### config.mk
export PLATFORM = sky130hd
export DESIGN_NAME = four_level_page_table_walker
export DESIGN_NICKNAME = d
export VERILOG_FILES = /design/src/sv/ptw_pkg.sv /design/src/sv/four_level_page_table_walker.sv /design/src/sv/ptw_in_stage.sv /design/src/sv/ptw_walk.sv /design/src/sv/ptw_out_stage.sv
export SDC_FILE = /design/constraint.sdc
export NUM_CORES = 1
export LEC_CHECK = 0
export BUFFER_PORTS_ARGS = -buffer_cell sky130_fd_sc_hd__buf_2
export CAP_MARGIN = 20
export CORE_MARGIN = 10
export CORE_UTILIZATION = 57
export CTS_BUF_LIST = sky130_fd_sc_hd__clkbuf_4 sky130_fd_sc_hd__clkbuf_8
export DETAILED_ROUTE_END_ITERATION = 10
export PLACE_DENSITY = 0.83
export RECOVER_POWER = 50
export REMOVE_ABC_BUFFERS = 1
export SETUP_SLACK_MARGIN = 0.3
export SLEW_MARGIN = 20
export SYNTH_ARGS = -nofsm -noshare
export SYNTH_HDL_FRONTEND = slang
export SYNTH_SLANG_ARGS = --single-unit
### constraint.sdc
create_clock -name aclk -period 15.65 [get_ports aclk]
set_input_delay 0.7825 -clock aclk [delete_from_list [all_inputs] [get_ports aclk]]
set_output_delay 0.7825 -clock aclk [all_outputs]
set_load 0.005 [all_outputs]
### src/sv/ptw_pkg.sv
`default_nettype none
package ptw_pkg;

    typedef enum logic [1:0] {
        KIND_READ    = 2'd0,
        KIND_DONE    = 2'd1,
        KIND_NOTPRES = 2'd2,
        KIND_OUTSIDE = 2'd3
    } resp_kind_t;

    localparam logic REQ_START = 1'b0;
    localparam logic REQ_ENTRY = 1'b1;

    localparam logic [15:0] KERNEL_TOP = 16'hffff;
    localparam int          PRESENT_BIT = 0;
    localparam int          LARGE_BIT   = 7;

    // Only root address bits 51:12 and entry data bits 51:0 are kept past the input port.
    typedef struct packed {
        logic        req_type;
        logic [63:0] virt_addr;
        logic [39:0] root_frame;
        logic        kernel_only;
        logic [51:0] entry_data;
    } in_item_t;

    typedef struct packed {
        resp_kind_t  resp_kind;
        logic [51:0] read_addr;
        logic [39:0] frame_number;
        logic        large_page;
    } result_t;

endpackage
`default_nettype wire

### src/sv/four_level_page_table_walker.sv
// Channel  Direction  Word
// s_       in         req_type, virt_addr, root_addr, kernel_only, entry_data
// m_       out        resp_kind, read_addr, frame_number, large_page
//
// Each word is held in the input register and its result then in the result
// register; the result is loaded as the word leaves the input register, which
// waits while the result register is stalled.
// One word is taken per cycle while s_ready is high; the walk state updates as a word leaves the input
// register. An entry response while no walk is active gives no result.
// Reset (aresetn low at a clock edge) empties both registers and ends any walk.
// A stalled result register holds the input register, which then lowers s_ready.
`default_nettype none
module four_level_page_table_walker
    import ptw_pkg::*;
(
    input  wire logic        aclk,
    input  wire logic        aresetn,
    input  wire logic        s_valid,
    output logic             s_ready,
    input  wire logic        s_req_type,
    input  wire logic [63:0] s_virt_addr,
    input  wire logic [63:0] s_root_addr,
    input  wire logic        s_kernel_only,
    input  wire logic [63:0] s_entry_data,
    output logic             m_valid,
    input  wire logic        m_ready,
    output logic [1:0]       m_resp_kind,
    output logic [51:0]      m_read_addr,
    output logic [39:0]      m_frame_number,
    output logic             m_large_page
);

    logic     item_valid;
    in_item_t item;
    logic     advance;
    logic     out_free;
    logic     has_result;
    result_t  result;

    assign advance = item_valid && out_free;

    ptw_in_stage u_in (
        .aclk          (aclk),
        .aresetn       (aresetn),
        .s_valid       (s_valid),
        .s_ready       (s_ready),
        .s_req_type    (s_req_type),
        .s_virt_addr   (s_virt_addr),
        .s_root_addr   (s_root_addr),
        .s_kernel_only (s_kernel_only),
        .s_entry_data  (s_entry_data),
        .advance       (advance),
        .item_valid    (item_valid),
        .item          (item)
    );

    ptw_walk u_walk (
        .aclk       (aclk),
        .aresetn    (aresetn),
        .item_valid (item_valid),
        .item       (item),
        .advance    (advance),
        .has_result (has_result),
        .result     (result)
    );

    ptw_out_stage u_out (
        .aclk           (aclk),
        .aresetn        (aresetn),
        .load           (advance && has_result),
        .result         (result),
        .out_free       (out_free),
        .m_valid        (m_valid),
        .m_ready        (m_ready),
        .m_resp_kind    (m_resp_kind),
        .m_read_addr    (m_read_addr),
        .m_frame_number (m_frame_number),
        .m_large_page   (m_large_page)
    );

endmodule
`default_nettype wire

### src/sv/ptw_in_stage.sv
`default_nettype none
module ptw_in_stage
    import ptw_pkg::*;
(
    input  wire logic        aclk,
    input  wire logic        aresetn,
    input  wire logic        s_valid,
    output logic             s_ready,
    input  wire logic        s_req_type,
    input  wire logic [63:0] s_virt_addr,
    input  wire logic [63:0] s_root_addr,
    input  wire logic        s_kernel_only,
    input  wire logic [63:0] s_entry_data,
    input  wire logic        advance,
    output logic             item_valid,
    output in_item_t         item
);

    logic     valid_reg;
    logic     valid_next;
    in_item_t item_reg;
    logic     accept;

    // The register may refill in the same cycle that it hands its word on.
    assign s_ready    = !valid_reg || advance;
    assign accept     = s_valid && s_ready;
    assign valid_next = accept ? 1'b1 : (advance ? 1'b0 : valid_reg);

    always_ff @(posedge aclk) begin
        if (!aresetn) begin
            valid_reg <= 1'b0;
        end else begin
            valid_reg <= valid_next;
        end
    end

    always_ff @(posedge aclk) begin
        if (accept) begin
            item_reg.req_type    <= s_req_type;
            item_reg.virt_addr   <= s_virt_addr;
            item_reg.root_frame  <= s_root_addr[51:12];
            item_reg.kernel_only <= s_kernel_only;
            item_reg.entry_data  <= s_entry_data[51:0];
        end
    end

    assign item_valid = valid_reg;
    assign item       = item_reg;

endmodule
`default_nettype wire

### src/sv/ptw_walk.sv
`default_nettype none
module ptw_walk
    import ptw_pkg::*;
(
    input  wire logic     aclk,
    input  wire logic     aresetn,
    input  wire logic     item_valid,
    input  wire in_item_t item,
    input  wire logic     advance,
    output logic          has_result,
    output result_t       result
);

    logic        walking_reg;
    logic        walking_next;
    logic [1:0]  levels_left_reg;
    logic [1:0]  levels_left_next;
    logic [47:0] saved_virt_reg;
    logic [47:0] saved_virt_next;
    logic [51:0] entry_addr_reg;
    logic [51:0] entry_addr_next;

    logic [1:0]  next_left;
    logic [8:0]  next_index;
    logic [39:0] entry_frame;

    assign entry_frame = item.entry_data[51:12];
    assign next_left   = levels_left_reg - 2'd1;

    always_comb begin
        unique case (next_left)
            2'd3:    next_index = saved_virt_reg[47:39];
            2'd2:    next_index = saved_virt_reg[38:30];
            2'd1:    next_index = saved_virt_reg[29:21];
            default: next_index = saved_virt_reg[20:12];
        endcase
    end

    always_comb begin
        walking_next     = walking_reg;
        levels_left_next = levels_left_reg;
        saved_virt_next  = saved_virt_reg;
        entry_addr_next  = entry_addr_reg;
        has_result       = 1'b0;
        result           = '{resp_kind: KIND_READ, read_addr: '0,
                             frame_number: '0, large_page: 1'b0};

        if (item.req_type == REQ_START) begin
            has_result = 1'b1;
            if (item.kernel_only && item.virt_addr[63:48] != KERNEL_TOP) begin
                walking_next     = 1'b0;
                result.resp_kind = KIND_OUTSIDE;
            end else begin
                // The table base is page aligned, so the entry offset only fills
                // the low twelve bits and needs no adder.
                walking_next     = 1'b1;
                levels_left_next = 2'd3;
                saved_virt_next  = item.virt_addr[47:0];
                entry_addr_next  = {item.root_frame, item.virt_addr[47:39], 3'b000};
                result.read_addr = entry_addr_next;
            end
        end else if (walking_reg) begin
            has_result = 1'b1;
            if (!item.entry_data[PRESENT_BIT]) begin
                walking_next     = 1'b0;
                result.resp_kind = KIND_NOTPRES;
            end else if (levels_left_reg == 2'd1 && item.entry_data[LARGE_BIT]) begin
                walking_next        = 1'b0;
                result.resp_kind    = KIND_DONE;
                result.frame_number = {entry_frame[39:9], saved_virt_reg[20:12]};
                result.large_page   = 1'b1;
            end else if (levels_left_reg == 2'd0) begin
                walking_next        = 1'b0;
                result.resp_kind    = KIND_DONE;
                result.frame_number = entry_frame;
            end else begin
                levels_left_next = next_left;
                entry_addr_next  = {entry_frame, next_index, 3'b000};
                result.read_addr = entry_addr_next;
            end
        end
    end

    always_ff @(posedge aclk) begin
        if (!aresetn) begin
            walking_reg     <= 1'b0;
            levels_left_reg <= 2'd0;
            saved_virt_reg  <= '0;
            entry_addr_reg  <= '0;
        end else if (item_valid && advance) begin
            walking_reg     <= walking_next;
            levels_left_reg <= levels_left_next;
            saved_virt_reg  <= saved_virt_next;
            entry_addr_reg  <= entry_addr_next;
        end
    end

endmodule
`default_nettype wire

### src/sv/ptw_out_stage.sv
`default_nettype none
module ptw_out_stage
    import ptw_pkg::*;
(
    input  wire logic        aclk,
    input  wire logic        aresetn,
    input  wire logic        load,
    input  wire result_t     result,
    output logic             out_free,
    output logic             m_valid,
    input  wire logic        m_ready,
    output logic [1:0]       m_resp_kind,
    output logic [51:0]      m_read_addr,
    output logic [39:0]      m_frame_number,
    output logic             m_large_page
);

    logic    valid_reg;
    logic    valid_next;
    result_t result_reg;

    assign out_free   = !valid_reg || m_ready;
    assign valid_next = load ? 1'b1 : (m_ready ? 1'b0 : valid_reg);

    always_ff @(posedge aclk) begin
        if (!aresetn) begin
            valid_reg <= 1'b0;
        end else begin
            valid_reg <= valid_next;
        end
    end

    always_ff @(posedge aclk) begin
        if (load) begin
            result_reg <= result;
        end
    end

    assign m_valid        = valid_reg;
    assign m_resp_kind    = result_reg.resp_kind;
    assign m_read_addr    = result_reg.read_addr;
    assign m_frame_number = result_reg.frame_number;
    assign m_large_page   = result_reg.large_page;

endmodule
`default_nettype wire

-- Word-level counts from Yosys, hierarchy flattened
Index checks and enable logic that the tools add are counted.
- add/subtract/negate cells: 1
- $mul: 0
- divide/modulo/power cells: 0
- order comparisons: 0
- eq/ne operators: 10
- shift operators: 0
- mux-type cells: 32
- bitwise gates (word level): 2
- reductions and logical operators: 16
- operators with widths (operator ; number):
    $mux 52 ; 3
    $mux 95 ; 1
    $mux 93 ; 1
    $mux 40 ; 2
    $mux 54 ; 1
    $pmux 9 s3 ; 1
    $mux 2 ; 9
    $ne 16x16->1 const B ; 1
    $mux 1 ; 14
    $ne 2x2->1 const B ; 4
    $logic_and 1x1->1 ; 6
    $reduce_and 3->1 ; 2
    $reduce_and 6->1 ; 1
    $eq 2x1->1 const B ; 2
    $eq 2x2->1 const B ; 2
    $reduce_bool 2->1 ; 2
    $logic_not 1->1 ; 2
    $logic_not 2->1 ; 1
    $logic_or 1x1->1 ; 2
    $ne 2x1->1 const B ; 1
    $not 1->1 ; 2
    $sub 2x1->2 const B ; 1
- register bits: 306
- bits in latches: 0
- memory bits (writable): 0
- bits in read-only memories: 0
- output and inout bits: 97
- word-level logic and storage cells: 75
- memories: 0

-- Logic depth before layout (Yosys ltp)
- depth after elaboration: 8
- gate-level depth with buffers: 8
- depth with buffers taken out: 6

-- Modules after synthesis
A second synthesis with hierarchy kept.
- cell total of the unflattened synthesis: 622
- area total of the unflattened synthesis: 10628.9 sq um
- modules (own cells, without submodules) (module ; times used ; cells each ; area each (sq um) ; sequential area each (sq um)):
    ptw_in_stage ; 1 ; 163 ; 4802.1 ; 4764.6
    ptw_walk ; 1 ; 358 ; 2912.8 ; 780.7
    ptw_out_stage ; 1 ; 99 ; 2901.5 ; 2872.8
    four_level_page_table_walker ; 1 ; 2 ; 12.5 ; 0.0

-- Worst setup path before layout
OpenSTA, ideal clock, no wires.
- kind: input-to-reg
- start point: input port m_ready
- end point: register u_out.result_reg (netlist bit u_out.m_frame_number[0]) (enable)
- arrival: 7.135 ns
- required time: 14.994 ns
- slack: 7.859 ns
- cell stages on the path: 2
- buffers on the path: 0
- cell sequence: nor2b_1 -> nor3_1
- word-level cells in the longest chain between the ends: 3
- RTL lines (item ; RTL line ; source):
    start: declaration ; four_level_page_table_walker.sv:26 ; input wire logic m_ready,
    $logic_or 1x1->1 ; ptw_out_stage.sv:22 ; assign out_free = !valid_reg || m_ready;
    $logic_and 1x1->1 ; four_level_page_table_walker.sv:40 ; assign advance = item_valid && out_free;
    $logic_and 1x1->1 ; four_level_page_table_walker.sv:70 ; .load (advance && has_result),
    net u_out.load ; ptw_out_stage.sv:7 ; input wire logic load,
    end signal: assignment ; ptw_out_stage.sv:35 ; result_reg <= result;
    end: declaration ; ptw_out_stage.sv:20 ; result_t result_reg;
The timed path passes the listed nets, and every way through them passes these cells.
A chain may end at the register's enable or synchronous reset.

-- Final worst setup path
- start point: register u_out.valid_reg (netlist: u_out.m_valid)
- end point: register u_in.item_reg (netlist bit u_in.item[24]) (enable)
- word-level cells in the longest chain between the ends: 5
- RTL lines (item ; RTL line ; source):
    start: declaration ; ptw_out_stage.sv:18 ; logic valid_reg;
    start signal: assignment ; ptw_out_stage.sv:29 ; valid_reg <= valid_next;
    $logic_not 1->1 ; ptw_out_stage.sv:22 ;
    $logic_or 1x1->1 ; ptw_out_stage.sv:22 ;
    $logic_and 1x1->1 ; four_level_page_table_walker.sv:40 ;
    $logic_or 1x1->1 ; ptw_in_stage.sv:25 ; assign s_ready = !valid_reg || advance;
    $logic_and 1x1->1 ; ptw_in_stage.sv:26 ; assign accept = s_valid && s_ready;
    net u_in.accept ; ptw_in_stage.sv:22 ; logic accept;
    end: declaration ; ptw_in_stage.sv:21 ; in_item_t item_reg;
The timed path passes the listed nets, and every way through them passes these cells.

==> impl_metrics.json <==
{
  "post_dp_cell_area_mm2": 0.0111,
  "synth-seq-cells": 269,
  "wl_mm": 22.2,
  "powerDensity_mw_per_mm2": 129,
  "nNetsFinal": 1050,
  "hold_buffers": 0,
  "arrival_ns": 5.40,
  "postSynthCellCount": 597,
  "rsz0062_at_grt": "false",
  "startpoint": "u_out.m_valid$_SDFFE_PN0P_",
  "muxShareOfSynthArea_pct": 3.69,
  "io_pins": 295,
  "grt_start_max_net_pins": 88,
  "drt_iter0_drc": 507,
  "routed_via_density": 5.42,
  "start_kind": "flop",
  "numCtsBuffers": 43,
  "worst_hold_path.num_cells": 1,
  "path_buf_inv": 1,
  "place_ws_ns": 12.58,
  "grt_pass1_wl_mm": 32.9,
  "drc": 0,
  "hold_slack_ns": 0.426,
  "layout_worst_path_cycle_share_pct": 33.5,
  "skew_ns": 0.0281,
  "dr.pass1.iters": 5,
  "die_y_um": 151,
  "clk_latency_ns": 0.53,
  "avgSynthCellArea_um2": 16.3,
  "crit_chain": "nor2b_1, nand2_1, and2_0, buf_4",
  "ff2ff_setup_slack_ns": 10.40,
  "synth_compound_area_share_pct": 7.09,
  "ir_drop_mv": 0.0804,
  "critPathTopFamily": "simple AND/OR/NAND/NOR gates",
  "mostFrequentLayoutCell": "edfxtp_1",
  "design_area_mm2": 0.0119,
  "drive_gt1_share_pct": 25.8,
  "cp_slowest_stage_delay_ns": 3.14,
  "antenna_found_initial": 1,
  "synth_top_family_by_area": "simple AND/OR/NAND/NOR gates",
  "cts-root-buf": "clkbuf_8",
  "num_antenna_cells": 0,
  "cts_resized": 0,
  "end_kind": "flop",
  "hpwl_mm": 15.1,
  "start_util_pct": 58.4,
  "p_leak_uw": 0.00471,
  "ys_seq_area_share_pct": 78.6,
  "largest_reg_flops": 136,
  "worst_slew_pin_slew_ns": 4.41,
  "grt_usage_pct": 18.6,
  "cpMaxStageDelayCell": "and2_0",
  "rr_worst_depth": 4,
  "hold_violations": 0,
  "cts.clk_slew.worst_paths_ns": 0.06,
  "most-common-layout-cells": "edfxtp_1, buf_2, nand2_1, clkbuf_1, a22o_1",
  "synth-simple-area-share_pct": 7.51,
  "dieArea_mm2": 0.0228,
  "r2r_end": "u_in.item[24]$_DFFE_PP_",
  "cts_setup_buffers": 0,
  "max_slew_margin_pct": -194,
  "grt_pass1_vias": 6152,
  "grt_overflow": 0,
  "cts.sinks": 269,
  "vias": 5959,
  "htreeDepth": 2,
  "timing.final.ws_setup_ns": 10.40,
  "drtAntennaViolNets": 0,
  "min_path_type": "input port to flop",
  "num_rows": 47,
  "cp.required_ns": 15.80,
  "crit_path_end": "u_in.item[24]$_DFFE_PP_",
  "cap_violations": 2,
  "setup_violations": 0,
  "crit_cells": 4,
  "die_w_um": 151,
  "max_freq_ghz": 0.190,
  "port-buffer-count": 233,
  "worstPathMaxFanout": 71,
  "yosysWarnings": 0,
  "violations": "max-capacitance violations, max-slew violations",
  "placedCellCount": 1021,
  "cts_max_path_buffers": 3,
  "finalSetupTns_ns": 0,
  "synthAdderAreaFrac_pct": 0.769,
  "yosysUniqueCellTypes": 33,
  "cts_tree": "yes",
  "fin_cells": 1099,
  "hold_start": "s_entry_data[7]",
  "status": "complete, but fails checks",
  "timing.rr.start": "u_out.m_valid$_SDFFE_PN0P_",
  "slew_viol_final": 151,
  "path_class": "flop to flop",
  "gp_congestion": 0.864,
  "synth_xor_area_share_pct": 0,
  "period_minus_slack_ns": 5.25,
  "core_region_area_mm2": 0.0167,
  "wl_per_cell_um": 20.2,
  "syn_area_mm2": 0.00976,
  "area_delta_synth_final_pct": 21.7
}
## report_power, final
part           total [uW]  switching, uW  internal [uW]
logic                65.3           38.8           26.5
registers             825           12.5            812
clock network         637            260            377
total                1530            311           1220
## layer usage
metal | vias up | routed length (um) | GRT usage (%)
li1 | 2739 | - | -
met2 | 356 | 10300 | 29.5
met3 | 50 | 2750 | 6.86
met5 | - | 13 | 0
met1 | 2812 | 8510 | 22.7
met4 | 2 | 542 | 7.56
## worst min-delay path by stage
stage	end	slack [ns]
3_5_place_dp	u_walk.saved_virt_reg[35]$_SDFFE_PN0P_	0.45
6_report	u_in.item[7]$_DFFE_PP_	0.43
5_1_grt	u_in.item[7]$_DFFE_PP_	0.39
3_3_place_gp	u_walk.saved_virt_reg[41]$_SDFFE_PN0P_	0.44
2_1_floorplan	u_walk.saved_virt_reg[29]$_SDFFE_PN0P_	0.44
4_1_cts	u_in.item[115]$_DFFE_PP_	0.39
## through the flow
stage | power, uW | util, %
detailed placement | 905 | 66.2
floorplan | 867 | -
global route | 1580 | 71.1
finish | 1530 | 71.1
global placement | 900 | 66.2
CTS | 1540 | 71.9
## synth_stat cells, drive strengths merged
| library cell | n | share of area [%] |
|---|---|---|
| or2 | 2 | 0.13 |
| and2 | 33 | 2.1 |
| nand3b | 1 | 0.077 |
| o21a | 1 | 0.077 |
| o21ai | 9 | 0.46 |
| nand2 | 103 | 4.0 |
| o211a | 2 | 0.21 |
| mux2i | 36 | 3.7 |
| ha | 6 | 0.77 |
| a222oi | 9 | 0.92 |
| inv | 3 | 0.12 |
| a21oi | 11 | 0.56 |
| clkbuf | 22 | 0.85 |
| o31ai | 1 | 0.077 |
| nand3 | 3 | 0.15 |
| conb | 1 | 0.038 |
| and4 | 1 | 0.090 |
| o41ai | 1 | 0.17 |
| o221a | 1 | 0.12 |
| a22o | 49 | 4.4 |
| nand2b | 2 | 0.13 |
| nor2 | 5 | 0.19 |
| nor3 | 2 | 0.15 |
| nor2b | 4 | 0.26 |
| buf | 15 | 1.4 |
| a32o | 1 | 0.10 |
| nand4 | 4 | 0.26 |
| edfxtp | 228 | 70 |
| dfxtp | 41 | 8.4 |
## cells by family after synthesis
family | count (synthesis)
flops | 269
simple gates | 160
compound gates | 85
buf+inv | 40
mux | 36
fa+ha+maj | 6
other cells | 1
## layout make-up
class	instances	area (um2)
clock inverter	18	190
multi-input combinational	290	1890
inverter	3	11.3
sequential	269	7670
tap	220	275
timing repair buffer	239	1100
clock buffer	60	751
fill	1099	4820
Note: power is estimated with default switching activity, not from simulation.
